**src/sv/spi_9bit_panel_master_assert.svh**
```systemverilog
// Assertion macros shared by the serial panel master RTL.
`ifndef SPI_9BIT_PANEL_MASTER_ASSERT_SVH
`define SPI_9BIT_PANEL_MASTER_ASSERT_SVH

// Same-cycle implication, checked outside reset.
`define SPM_ASSERT_IMPL(label, clk_sig, rst_sig, ante, cons) \
  label: assert property (@(posedge clk_sig) disable iff (rst_sig) (ante) |-> (cons)) \
    else $error("spm: same-cycle check failed");

// Next-cycle implication, checked outside reset.
`define SPM_ASSERT_NEXT(label, clk_sig, rst_sig, ante, cons) \
  label: assert property (@(posedge clk_sig) disable iff (rst_sig) (ante) |=> (cons)) \
    else $error("spm: next-cycle check failed");

`endif

```
**src/sv/spm_pkg.sv**
```systemverilog
// Types, codes and reset state of the serial panel master.
package spm_pkg;

  localparam int MAX_READ_BYTES = 4;
  localparam int BYTES_W        = $clog2(MAX_READ_BYTES + 1);

  // Start codes carried by the op field
  typedef enum logic [1:0] {
    OP_TICK  = 2'd0,
    OP_CMD   = 2'd1,
    OP_PARAM = 2'd2,
    OP_READ  = 2'd3
  } op_t;

  // Running job, same coding as the start codes
  typedef enum logic [1:0] {
    JOB_IDLE  = 2'd0,
    JOB_CMD   = 2'd1,
    JOB_PARAM = 2'd2,
    JOB_READ  = 2'd3
  } job_t;

  // Pin phases of the serial sequencer
  typedef enum logic [13:0] {
    PH_PRE_CS     = 14'h0001,
    PH_PRE_CLK    = 14'h0002,
    PH_SEL        = 14'h0004,
    PH_DC_LOW     = 14'h0008,
    PH_DC_DATA    = 14'h0010,
    PH_DC_HIGH    = 14'h0020,
    PH_BIT_LOW    = 14'h0040,
    PH_BIT_DATA   = 14'h0080,
    PH_BIT_HIGH   = 14'h0100,
    PH_DUMMY_LOW  = 14'h0200,
    PH_DUMMY_HIGH = 14'h0400,
    PH_RD_LOW     = 14'h0800,
    PH_RD_HIGH    = 14'h1000,
    PH_DESEL      = 14'h2000
  } phase_t;

  typedef struct packed {
    logic cs;
    logic clk;
    logic sdo;
    logic drv;
  } pins_t;

  typedef struct packed {
    job_t                 job;
    phase_t               phase;
    logic [2:0]           bit_idx;
    logic [BYTES_W-1:0]   bytes_left;
    logic [7:0]           shift;
    logic [7:0]           ticks;
    pins_t                pins;
  } state_t;

  typedef struct packed {
    logic       cs_level;
    logic       sclk_level;
    logic       sdo_level;
    logic       sdo_drive;
    logic [7:0] read_byte;
    logic       read_valid;
    logic       read_last;
    logic       busy_res;
  } result_t;

  localparam state_t ST_RESET = '{
    job:        JOB_IDLE,
    phase:      PH_PRE_CS,
    bit_idx:    3'd7,
    bytes_left: '0,
    shift:      8'd0,
    ticks:      8'd0,
    pins:       '{cs: 1'b1, clk: 1'b1, sdo: 1'b0, drv: 1'b1}
  };

endpackage

```
**src/sv/spm_in_if.sv**
```systemverilog
// Input channel: one tick beat with an optional job start.
interface spm_in_if;
  logic       valid;
  logic       ready;
  logic [1:0] op;
  logic [7:0] byte_value;
  logic [2:0] read_count;
  logic       sdi_in;

  modport source (output valid, op, byte_value, read_count, sdi_in, input ready);
  modport sink   (input valid, op, byte_value, read_count, sdi_in, output ready);
endinterface

```
**src/sv/spm_out_if.sv**
```systemverilog
// Output channel: pin levels and received data for one tick.
interface spm_out_if;
  logic       valid;
  logic       ready;
  logic       cs_level;
  logic       sclk_level;
  logic       sdo_level;
  logic       sdo_drive;
  logic [7:0] read_byte;
  logic       read_valid;
  logic       read_last;
  logic       busy_res;

  modport source (output valid, cs_level, sclk_level, sdo_level, sdo_drive, read_byte,
                  read_valid, read_last, busy_res, input ready);
  modport sink   (input valid, cs_level, sclk_level, sdo_level, sdo_drive, read_byte,
                  read_valid, read_last, busy_res, output ready);
endinterface

```
**src/sv/spm_step.sv**
```systemverilog
// One tick of the pin sequencer: next state and pin result.
module spm_step (
  input  spm_pkg::state_t  st,
  input  logic [1:0]       op,
  input  logic [7:0]       byte_value,
  input  logic [2:0]       read_count,
  input  logic             sdi_in,
  input  logic [7:0]       phase_ticks,
  output spm_pkg::state_t  st_next,
  output spm_pkg::result_t res
);
  import spm_pkg::*;

  typedef struct packed {
    state_t st;
    logic   got_valid;
    logic   got_last;
  } step_t;

  // Back to idle; a read gives the data line back to the master
  function automatic step_t go_idle(step_t s);
    step_t r;
    r = s;
    if (s.st.job == JOB_READ) begin
      r.st.pins.drv = 1'b1;
      r.st.pins.sdo = 1'b0;
    end
    r.st.job     = JOB_IDLE;
    r.st.phase   = PH_PRE_CS;
    r.st.ticks   = 8'd0;
    r.st.bit_idx = 3'd7;
    return r;
  endfunction

  // Apply the pin action of a phase on entry
  function automatic step_t enter_ph(step_t s, phase_t ph, logic sdi);
    step_t r;
    r = s;
    r.st.phase = ph;
    r.st.ticks = 8'd0;
    unique case (ph)
      PH_PRE_CS, PH_DESEL: r.st.pins.cs = 1'b1;
      PH_SEL:              r.st.pins.cs = 1'b0;
      PH_PRE_CLK, PH_DC_HIGH, PH_BIT_HIGH, PH_DUMMY_HIGH: r.st.pins.clk = 1'b1;
      PH_DC_LOW, PH_BIT_LOW: r.st.pins.clk = 1'b0;
      PH_DC_DATA:  r.st.pins.sdo = (s.st.job == JOB_PARAM);
      PH_BIT_DATA: r.st.pins.sdo = s.st.shift[s.st.bit_idx];
      PH_DUMMY_LOW, PH_RD_LOW: begin
        r.st.pins.clk = 1'b0;
        r.st.pins.drv = 1'b0;
        r.st.pins.sdo = 1'b0;
      end
      PH_RD_HIGH: begin
        // sample the line seen at the end of the low phase
        r.st.shift = {s.st.shift[6:0], sdi};
        if (s.st.bit_idx == 3'd0) begin
          if (s.st.bytes_left != '0) r.st.bytes_left = s.st.bytes_left - BYTES_W'(1);
          r.got_valid = 1'b1;
          r.got_last  = (r.st.bytes_left == '0);
        end
        r.st.pins.clk = 1'b1;
      end
      default: r = go_idle(r);
    endcase
    return r;
  endfunction

  // Leave the current phase once it has been held long enough
  function automatic step_t advance(step_t s, logic sdi);
    step_t r;
    r = s;
    unique case (s.st.phase)
      PH_PRE_CS:    r = enter_ph(r, PH_PRE_CLK, sdi);
      PH_PRE_CLK:   r = enter_ph(r, PH_SEL, sdi);
      PH_SEL:       r = enter_ph(r, PH_DC_LOW, sdi);
      PH_DC_LOW:    r = enter_ph(r, PH_DC_DATA, sdi);
      PH_DC_DATA:   r = enter_ph(r, PH_DC_HIGH, sdi);
      PH_BIT_LOW:   r = enter_ph(r, PH_BIT_DATA, sdi);
      PH_BIT_DATA:  r = enter_ph(r, PH_BIT_HIGH, sdi);
      PH_DUMMY_LOW: r = enter_ph(r, PH_DUMMY_HIGH, sdi);
      PH_RD_LOW:    r = enter_ph(r, PH_RD_HIGH, sdi);
      PH_DC_HIGH: begin
        r.st.bit_idx = 3'd7;
        r = enter_ph(r, PH_BIT_LOW, sdi);
      end
      PH_DUMMY_HIGH: begin
        r.st.bit_idx = 3'd7;
        r = enter_ph(r, PH_RD_LOW, sdi);
      end
      PH_BIT_HIGH: begin
        if (s.st.bit_idx != 3'd0) begin
          r.st.bit_idx = s.st.bit_idx - 3'd1;
          r = enter_ph(r, PH_BIT_LOW, sdi);
        end else if (s.st.job != JOB_READ) begin
          r = enter_ph(r, PH_DESEL, sdi);
        end else begin
          // address sent: release the line
          r.st.pins.drv = 1'b0;
          r.st.pins.sdo = 1'b0;
          if (s.st.bytes_left > BYTES_W'(1)) begin
            r = enter_ph(r, PH_DUMMY_LOW, sdi);
          end else if (s.st.bytes_left != '0) begin
            r.st.bit_idx = 3'd7;
            r = enter_ph(r, PH_RD_LOW, sdi);
          end else begin
            r = enter_ph(r, PH_DESEL, sdi);
          end
        end
      end
      PH_RD_HIGH: begin
        if (s.st.bit_idx != 3'd0) begin
          r.st.bit_idx = s.st.bit_idx - 3'd1;
          r = enter_ph(r, PH_RD_LOW, sdi);
        end else if (s.st.bytes_left != '0) begin
          r.st.bit_idx = 3'd7;
          r = enter_ph(r, PH_RD_LOW, sdi);
        end else begin
          r = enter_ph(r, PH_DESEL, sdi);
        end
      end
      PH_DESEL: r = go_idle(r);
      default:  r = go_idle(r);
    endcase
    return r;
  endfunction

  step_t      s;
  logic [7:0] hold_len;
  logic [7:0] ticks_inc;

  assign hold_len  = (phase_ticks == 8'd0) ? 8'd1 : phase_ticks;
  assign ticks_inc = st.ticks + 8'd1;

  // Tick update: count the running phase, or take a start when idle
  always_comb begin
    s.st        = st;
    s.got_valid = 1'b0;
    s.got_last  = 1'b0;
    if (st.job != JOB_IDLE) begin
      s.st.ticks = ticks_inc;
      if (ticks_inc >= hold_len) s = advance(s, sdi_in);
    end else if (op_t'(op) != OP_TICK) begin
      s.st.job     = job_t'(op);
      s.st.shift   = byte_value;
      s.st.bit_idx = 3'd7;
      if (op_t'(op) == OP_READ) begin
        s.st.bytes_left = (32'(read_count) > MAX_READ_BYTES) ? BYTES_W'(MAX_READ_BYTES)
                                                               : BYTES_W'(read_count);
      end else begin
        s.st.bytes_left = '0;
      end
      s = enter_ph(s, (op_t'(op) == OP_PARAM) ? PH_SEL : PH_PRE_CS, sdi_in);
    end
  end

  // Pin result of this tick
  always_comb begin
    st_next        = s.st;
    res.cs_level   = s.st.pins.cs;
    res.sclk_level = s.st.pins.clk;
    res.sdo_level  = s.st.pins.drv & s.st.pins.sdo;
    res.sdo_drive  = s.st.pins.drv;
    res.read_byte  = s.got_valid ? s.st.shift : 8'd0;
    res.read_valid = s.got_valid;
    res.read_last  = s.got_valid & s.got_last;
    res.busy_res   = (s.st.job != JOB_IDLE);
  end

endmodule

```
**src/sv/spi_9bit_panel_master.sv**
```systemverilog
// Top level of the three-wire 9-bit serial panel master.
// Each input beat is one time tick of the pin sequencer and yields exactly
// one output beat with the pin levels after that tick, plus any byte that
// completed on it. A beat can be taken on every clock cycle: the tick update
// is a single pass of logic from the sequencer state and the input beat into
// the state and the output register, and the input stays ready whenever the
// output register is empty or being drained. phase_ticks (0 acts as 1) sets
// how many ticks each pin phase is held; write it only while no job is
// running. Starts arriving while busy_res is set are ignored.
`include "spi_9bit_panel_master_assert.svh"

module spi_9bit_panel_master (
  input  logic      clk,
  input  logic      rst,
  input  logic      cfg_write,
  input  logic [7:0] cfg_data,
  spm_in_if.sink    in_ch,
  spm_out_if.source out_ch
);
  import spm_pkg::*;

  logic       [7:0] phase_ticks;
  state_t           st;
  state_t           st_next;
  result_t          res;
  result_t          res_next;
  logic             out_valid;
  logic             accept;

  // Phase length register
  always_ff @(posedge clk) begin
    if (rst) phase_ticks <= 8'd1;
    else if (cfg_write) phase_ticks <= cfg_data;
  end

  spm_step u_step (
    .st          (st),
    .op          (in_ch.op),
    .byte_value  (in_ch.byte_value),
    .read_count  (in_ch.read_count),
    .sdi_in      (in_ch.sdi_in),
    .phase_ticks (phase_ticks),
    .st_next     (st_next),
    .res         (res_next)
  );

  assign in_ch.ready = !out_valid || out_ch.ready;
  assign accept      = in_ch.valid && in_ch.ready;

  // Sequencer state and output valid
  always_ff @(posedge clk) begin
    if (rst) begin
      st        <= ST_RESET;
      out_valid <= 1'b0;
    end else if (accept) begin
      st        <= st_next;
      out_valid <= 1'b1;
    end else if (out_ch.ready) begin
      out_valid <= 1'b0;
    end
  end

  // Output payload
  always_ff @(posedge clk) begin
    if (accept) res <= res_next;
  end

  assign out_ch.valid      = out_valid;
  assign out_ch.cs_level   = res.cs_level;
  assign out_ch.sclk_level = res.sclk_level;
  assign out_ch.sdo_level  = res.sdo_level;
  assign out_ch.sdo_drive  = res.sdo_drive;
  assign out_ch.read_byte  = res.read_byte;
  assign out_ch.read_valid = res.read_valid;
  assign out_ch.read_last  = res.read_last;
  assign out_ch.busy_res   = res.busy_res;

  // Checks
  `SPM_ASSERT_IMPL(a_last_needs_valid, clk, rst, out_valid && res.read_last, res.read_valid)
  `SPM_ASSERT_IMPL(a_released_reads_low, clk, rst, out_valid && !res.sdo_drive, !res.sdo_level)
  `SPM_ASSERT_IMPL(a_idle_pins, clk, rst, st.job == JOB_IDLE, st.pins.cs && st.pins.clk && st.pins.drv)
  `SPM_ASSERT_NEXT(a_start_taken, clk, rst, accept && st.job == JOB_IDLE && in_ch.op != OP_TICK, st.job != JOB_IDLE)

endmodule

```
**src/flat_wrapper.sv**
```systemverilog
// flat-port wrapper written by rule: the top's interface ports become plain ports
module spi_9bit_panel_master_flat import spm_pkg::*;
  (clk, rst, cfg_write, cfg_data, in_ch_valid, in_ch_op, in_ch_byte_value, in_ch_read_count, in_ch_sdi_in, in_ch_ready, out_ch_valid, out_ch_cs_level, out_ch_sclk_level, out_ch_sdo_level, out_ch_sdo_drive, out_ch_read_byte, out_ch_read_valid, out_ch_read_last, out_ch_busy_res, out_ch_ready);
  spm_in_if in_ch_i ();
  spm_out_if out_ch_i ();
  input  logic clk;
  input  logic rst;
  input  logic cfg_write;
  input  logic [7:0] cfg_data;
  input wire logic [$bits(in_ch_i.valid)-1:0] in_ch_valid;
  input wire logic [$bits(in_ch_i.op)-1:0] in_ch_op;
  input wire logic [$bits(in_ch_i.byte_value)-1:0] in_ch_byte_value;
  input wire logic [$bits(in_ch_i.read_count)-1:0] in_ch_read_count;
  input wire logic [$bits(in_ch_i.sdi_in)-1:0] in_ch_sdi_in;
  output wire logic [$bits(in_ch_i.ready)-1:0] in_ch_ready;
  output wire logic [$bits(out_ch_i.valid)-1:0] out_ch_valid;
  output wire logic [$bits(out_ch_i.cs_level)-1:0] out_ch_cs_level;
  output wire logic [$bits(out_ch_i.sclk_level)-1:0] out_ch_sclk_level;
  output wire logic [$bits(out_ch_i.sdo_level)-1:0] out_ch_sdo_level;
  output wire logic [$bits(out_ch_i.sdo_drive)-1:0] out_ch_sdo_drive;
  output wire logic [$bits(out_ch_i.read_byte)-1:0] out_ch_read_byte;
  output wire logic [$bits(out_ch_i.read_valid)-1:0] out_ch_read_valid;
  output wire logic [$bits(out_ch_i.read_last)-1:0] out_ch_read_last;
  output wire logic [$bits(out_ch_i.busy_res)-1:0] out_ch_busy_res;
  input wire logic [$bits(out_ch_i.ready)-1:0] out_ch_ready;
  assign in_ch_i.valid = in_ch_valid;
  assign in_ch_i.op = in_ch_op;
  assign in_ch_i.byte_value = in_ch_byte_value;
  assign in_ch_i.read_count = in_ch_read_count;
  assign in_ch_i.sdi_in = in_ch_sdi_in;
  assign in_ch_ready = in_ch_i.ready;
  assign out_ch_valid = out_ch_i.valid;
  assign out_ch_cs_level = out_ch_i.cs_level;
  assign out_ch_sclk_level = out_ch_i.sclk_level;
  assign out_ch_sdo_level = out_ch_i.sdo_level;
  assign out_ch_sdo_drive = out_ch_i.sdo_drive;
  assign out_ch_read_byte = out_ch_i.read_byte;
  assign out_ch_read_valid = out_ch_i.read_valid;
  assign out_ch_read_last = out_ch_i.read_last;
  assign out_ch_busy_res = out_ch_i.busy_res;
  assign out_ch_i.ready = out_ch_ready;
  spi_9bit_panel_master u_core (.clk(clk), .rst(rst), .cfg_write(cfg_write), .cfg_data(cfg_data), .in_ch(in_ch_i), .out_ch(out_ch_i));
endmodule
```
**config.mk**
```make
export PLATFORM = sky130hd
export DESIGN_NAME = spi_9bit_panel_master_flat
export DESIGN_NICKNAME = d
export VERILOG_FILES = /design/src/sv/spm_pkg.sv /design/src/sv/spm_in_if.sv /design/src/sv/spm_out_if.sv /design/src/sv/spm_step.sv /design/src/sv/spi_9bit_panel_master.sv /design/src/flat_wrapper.sv
export VERILOG_INCLUDE_DIRS = /design/src /design/src/sv
export SDC_FILE = /design/constraint.sdc
export NUM_CORES = 1
export LEC_CHECK = 0
export BUFFER_PORTS_ARGS = -buffer_cell sky130_fd_sc_hd__buf_2
export CAP_MARGIN = 5
export CORE_UTILIZATION = 60
export DETAILED_ROUTE_END_ITERATION = 6
export PLACE_DENSITY = 0.81
export SLEW_MARGIN = 5
export SYNTH_ARGS = -nofsm -noshare
export SYNTH_HDL_FRONTEND = slang
export SYNTH_HIERARCHICAL = 1
export SYNTH_SLANG_ARGS = --single-unit
```
**constraint.sdc**
```tcl
create_clock -name clk -period 3.95 [get_ports clk]
set_clock_uncertainty 0.2 [all_clocks]
set_input_delay 0.79 -clock clk [delete_from_list [all_inputs] [get_ports clk]]
set_output_delay 0.79 -clock clk [all_outputs]
set_load 0.01 [all_outputs]
```
# Yosys cells after proc, flatten, opt, wreduce, memory -nomap -nowiden
# Index checks and enable logic that the tools add are counted.
# totals
regBits	66
inputBits	27
out_inout_bits	17
# classes
reduce_logical	24
bitwise_logic	2
addsub	3
magnitude_cmp	4
n_mux	33
n_eq_ne	52
# ops
operator	n
44-bit one-hot mux with 13 select lines	1
42-bit two-way mux	6
44-bit two-way mux	3
2-bit != test (second input constant)	14
3-bit two-way mux	9
22-bit two-way mux	1
17-bit AND reduction	1
8-bit two-way mux	2
4-bit != test (second input constant)	4
16-bit AND reduction	1
14-bit by 1-bit equality test with 1-bit output (second input constant)	1
14-bit by 10-bit equality test with 1-bit output (second input constant)	1
14-bit by 11-bit equality test with 1-bit output (second input constant)	1
14-bit by 12-bit equality test with 1-bit output (second input constant)	1
14-bit by 13-bit equality test with 1-bit output (second input constant)	1
14-bit by 2-bit equality test with 1-bit output (second input constant)	1
14-bit by 3-bit equality test with 1-bit output (second input constant)	1
14-bit by 4-bit equality test with 1-bit output (second input constant)	1
14-bit by 5-bit equality test with 1-bit output (second input constant)	1
14-bit by 6-bit equality test with 1-bit output (second input constant)	1
14-bit by 7-bit equality test with 1-bit output (second input constant)	1
14-bit by 8-bit equality test with 1-bit output (second input constant)	1
14-bit by 9-bit equality test with 1-bit output (second input constant)	1
3-bit by 14-bit equality test with 1-bit output (second input constant)	1
42 further kinds	62

# Depth between registers and ports, before layout
# depth
depth_word	12
depth_mapped	16
ltp_nobuf	14

# Hierarchy
# The synthesis kept the hierarchy.
# by_module_without_submodules
mod	n_inst	seq_area_each_um2	area_each_um2	cells_per_inst
spi_9bit_panel_master	1	1471.4	2596.2	236
spm_step	1	0.0	2059.5	325

# Least setup slack after synthesis
# Ideal clock, no wire load.
# synth_timing
kind	register to register
from	reg, netlist name u_core/st[4]
to	reg u_core.res, in the netlist u_core/out_ch.sdo_level (data pin)
period_less_slack_ps	3222
setup_slack_ps	728
arrival_ps	2767
stages_incl_launch_ff	13
setup_time_ps	255
cell_sequence	dfxtp_1 > ha_1 > nand3_1 > nor2_1 > xor2_1 > ha_1 > nand4_1 > o311a_1 > or2_2 > clkbuf_1 > a2111o_1 > a22o_1 > and2_1
# synth_lines
element	line_no	rtl
end signal: assignment	spi_9bit_panel_master.sv:65	if (accept) res <= res_next;
end: declaration	spi_9bit_panel_master.sv:25	result_t res;

==> impl_results.md <==
* Max VDD drop at 0.0001901 V
* CTS clk-pin slew, worst paths at 0.08 ns
* Largest family of logic cells by synthesized area: compound AO/OA/AOI/OAI gates
* Routed wire length per instance at 17.25 um
* Area growth, synth to finish at 6.611%
* DRT iter0 DRCs at 415
* Seq/Total Area, Yosys at 31.60%
* Vias in the first global route at 3,900
* Antenna violation net count after detailed routing at 0
* Async S/R FF share, synth at 0%
* Hold buffer count at CTS at 0
* Mux cell area share after synthesis at 4.434%
* Max cap viols at 0
* Data arrival, critical path at 3.52 ns
* Simple-Gate Fraction of Synth Area at 24.00%
* Die Ht at 90.09 um
* Placeable core region at 7370 um2
* Most frequent cells in the layout: nor2_1, nand3_1, dfxtp_1
* GR Util All Layers at 29.04%
* Root Driver: clkbuf_8
* Max stage delay on crit path at 0.52 ns
* # IOs at 44
* Worst setup SP type: register
* Dominant synthesized flop cell: dfxtp_1
* H-tree Lvls at 3
* Post-DP HPWL at 8072 um
* Clock sinks at 66
* Place WS at 0.2286 ns
* DR pass1 iterations at 5
* Synth Area in Adders at 3.494%
* Setup CP Type: reg -> reg
* Drt via density at 6.404
* Post-Syn Nets at 601
* Final Net Count at 610
* First-pass GRT wire length at 19,120 um
* CP max-delay cell: o311a_2
* Crit path max fanout at 16
* Die W at 90.09 um
* Area of the multi-input gates at 2850 um2
* Mapped Area at 4656 um2
* Initial antenna violation count at 0
* Compound-cell area share of the yosys netlist at 26.61%
* Share of layout cells above drive strength 1 at 21.39%
* Actual slew at the worst max-slew pin at 1.107 ns
* Rel. slew slack at 26.21%
* Ys Warns at 6
* Yosys reg bits at 66
* Final Hold Fails at 0
* Met2 Use GR at 45.23%
* Synth cell types at 69
* Minimum clock period at 3.604 ns
* Initial Utilization at 63.17%
* XOR/XNOR Fraction of Synth Area at 2.446%
* Met3 Use GR at 4.738%
* Total CTS buffers at 9
* Final Max Tran Viols at 0
* CP endpoint kind: register
* Overflow after GRT at 0
* # DRC at 0
* Via count at 4,316
* Post-Syn Instances at 561
* GPL Wtd Cong at 0.9383
* Count of final setup violators at 0
* Global route hottest layer: met2
* Routed wire length at 11,630 um
* # rows at 31
* Final TNS setup at 0 ns
* Status: completed
* Port bufs at 43
* Post-synth EDFFs at 15
* Tcrit/Tclk final at 91.24%
* Fmax at 277.5 MHz
* Hold WC Path Type: reg -> reg
* Ant diodes at 0
* Sequential standard cell area at 1471 um2
* GR Layer Usage met1 at 40.17%
* Pwr dens at 326.6 nW/um2
* RSZ-0062 raised after global routing: false
* Worst path cell trace: and3_1 -> nand3_1 -> nor2_1 -> xor2_1 -> ha_1 -> nand4_1 -> o311a_2 -> or2_2 -> a2111o_1 -> a22o_1 -> and2_1
* Clock Latency Late Sink at 0.36 ns
* Crit path required time at 3.86 ns
* Setup WS post-layout at 0.3462 ns
* Mean Syn Cell Area at 8.299 um2
* Most common cell after layout, fill and taps aside: nor2_1
* CTS max path bufs at 2
* Fillcell total at 633
* CTS tree: yes
* LEAKAGE at 1.915 nW
* Largest net degree at the start of global routing at 59
* Die Area at 8116 um2
[stage by stage]
step                      std cells  cell area [um2]  hold WS [ns]  total power, mW  util (%)
after floorplan                 561             4656        0.2604           0.9665         -
after global placement          658             4751        0.2765            1.025     64.47
after detailed placement        658             4751        0.2882            1.033     64.47
after CTS                       674             4952        0.3142            1.617     67.20
after global routing            674             4964        0.3658            1.691     67.35
final                           674             4964        0.3133            1.621     67.35
[layer usage]
layer	wire length, um	share of wire [%]
met5	0	0
met4	261	2.2
met3	905	7.8
met2	5287	45
met1	5171	44
[flip-flops by register name, indices dropped and copies added (netlist names)]
register                  count
u_core/st                    42
u_core/out_ch.read_byte       8
u_core/phase_ticks            8
u_core/out_ch.busy_res        1
u_core/out_ch.cs_level        1
u_core/out_ch.read_last       1
u_core/out_ch.read_valid      1
u_core/out_ch.sclk_level      1
u_core/out_ch.sdo_drive       1
u_core/out_ch.sdo_level       1
u_core/out_ch.valid           1
[path summary, 6_finish.rpt]
check	cells after the start	slack, ns	endpoint	startpoint
worst min-delay path	2	0.31	u_core/phase_ticks[3]	u_core/phase_ticks[3]
worst max-delay path	11	0.35	u_core/out_ch.sdo_level	u_core/st[4]
worst min register to register	2	0.31	u_core/phase_ticks[3]	u_core/phase_ticks[3]
worst max register to register	11	0.35	u_core/out_ch.sdo_level	u_core/st[4]
[cells in the mapped netlist (3+ instances only)]
master	count	area, um2
a21bo_2	35	350.3
buf_4	4	30.03
and2_1	8	50.05
inv_1	17	63.81
nand2b_1	6	37.54
ha_1	13	162.7
o22a_1	5	43.79
nor2_1	56	210.2
o21ai_0	28	140.1
xor2_1	7	61.31
or4_1	4	30.03
a32o_1	8	80.08
xnor2_1	6	52.55
a211oi_1	3	22.52
nand3_1	53	265.3
o22ai_1	6	37.54
edfxtp_1	15	450.4
nor4_1	5	31.28
buf_6	8	90.09
nor4b_1	3	26.28
dfxtp_1	51	1021
and3_1	6	37.54
mux2i_1	15	150.1
nor3_1	17	85.08
buf_2	15	75.07
a22o_1	3	26.28
buf_1	3	11.26
a21oi_2	3	26.28
nand2_1	30	112.6
o21a_1	6	45.04
nand4_1	5	31.28
or4b_2	3	30.03
or3_1	3	18.77
clkbuf_1	20	75.07
a21oi_1	48	240.2
nor2b_1	3	18.77
[kinds of logic after synthesis]
group,count (synthesis)
and+or+nand+nor,215
AOI/OAI and AO/OA,169
buffers and inverters,67
DFF,66
muxes,18
xor gates and xnor gates,13
adders and majority gates,13
[worst max-delay path: cells and delay by family, from the launching register on]
family,cells,cell delay [ns]
simple gates,6,1.14
fa+ha+maj,1,0.20
flops,1,0.46
compound gates,3,1.12
xor+xnor,1,0.25
[layout make-up]
| cell class | count | share of cell area (%) |
|---|---|---|
| clock buffers | 9 | 2.496 |
| clock inverters | 7 | 1.563 |
| inverters | 17 | 1.286 |
| multi-input cells | 428 | 57.42 |
| flip-flops and latches | 66 | 29.64 |
| well taps | 99 | 2.496 |
| repair buffers | 48 | 5.092 |
[power by group]
| part | internal, mW | leakage [nW] | switching, mW |
|---|---|---|---|
| sequential | 0.717 | 0.559 | 0.0272 |
| clock | 0.296 | 0.0998 | 0.299 |
| combinational | 0.104 | 1.26 | 0.178 |
| total | 1.12 | 1.92 | 0.504 |
[what timing repair did]
action	in CTS	in global routing
buffers inserted	0	0
resized for setup	0	3
setup endpoints to repair	0	15
(Power assumes the default switching activity.)
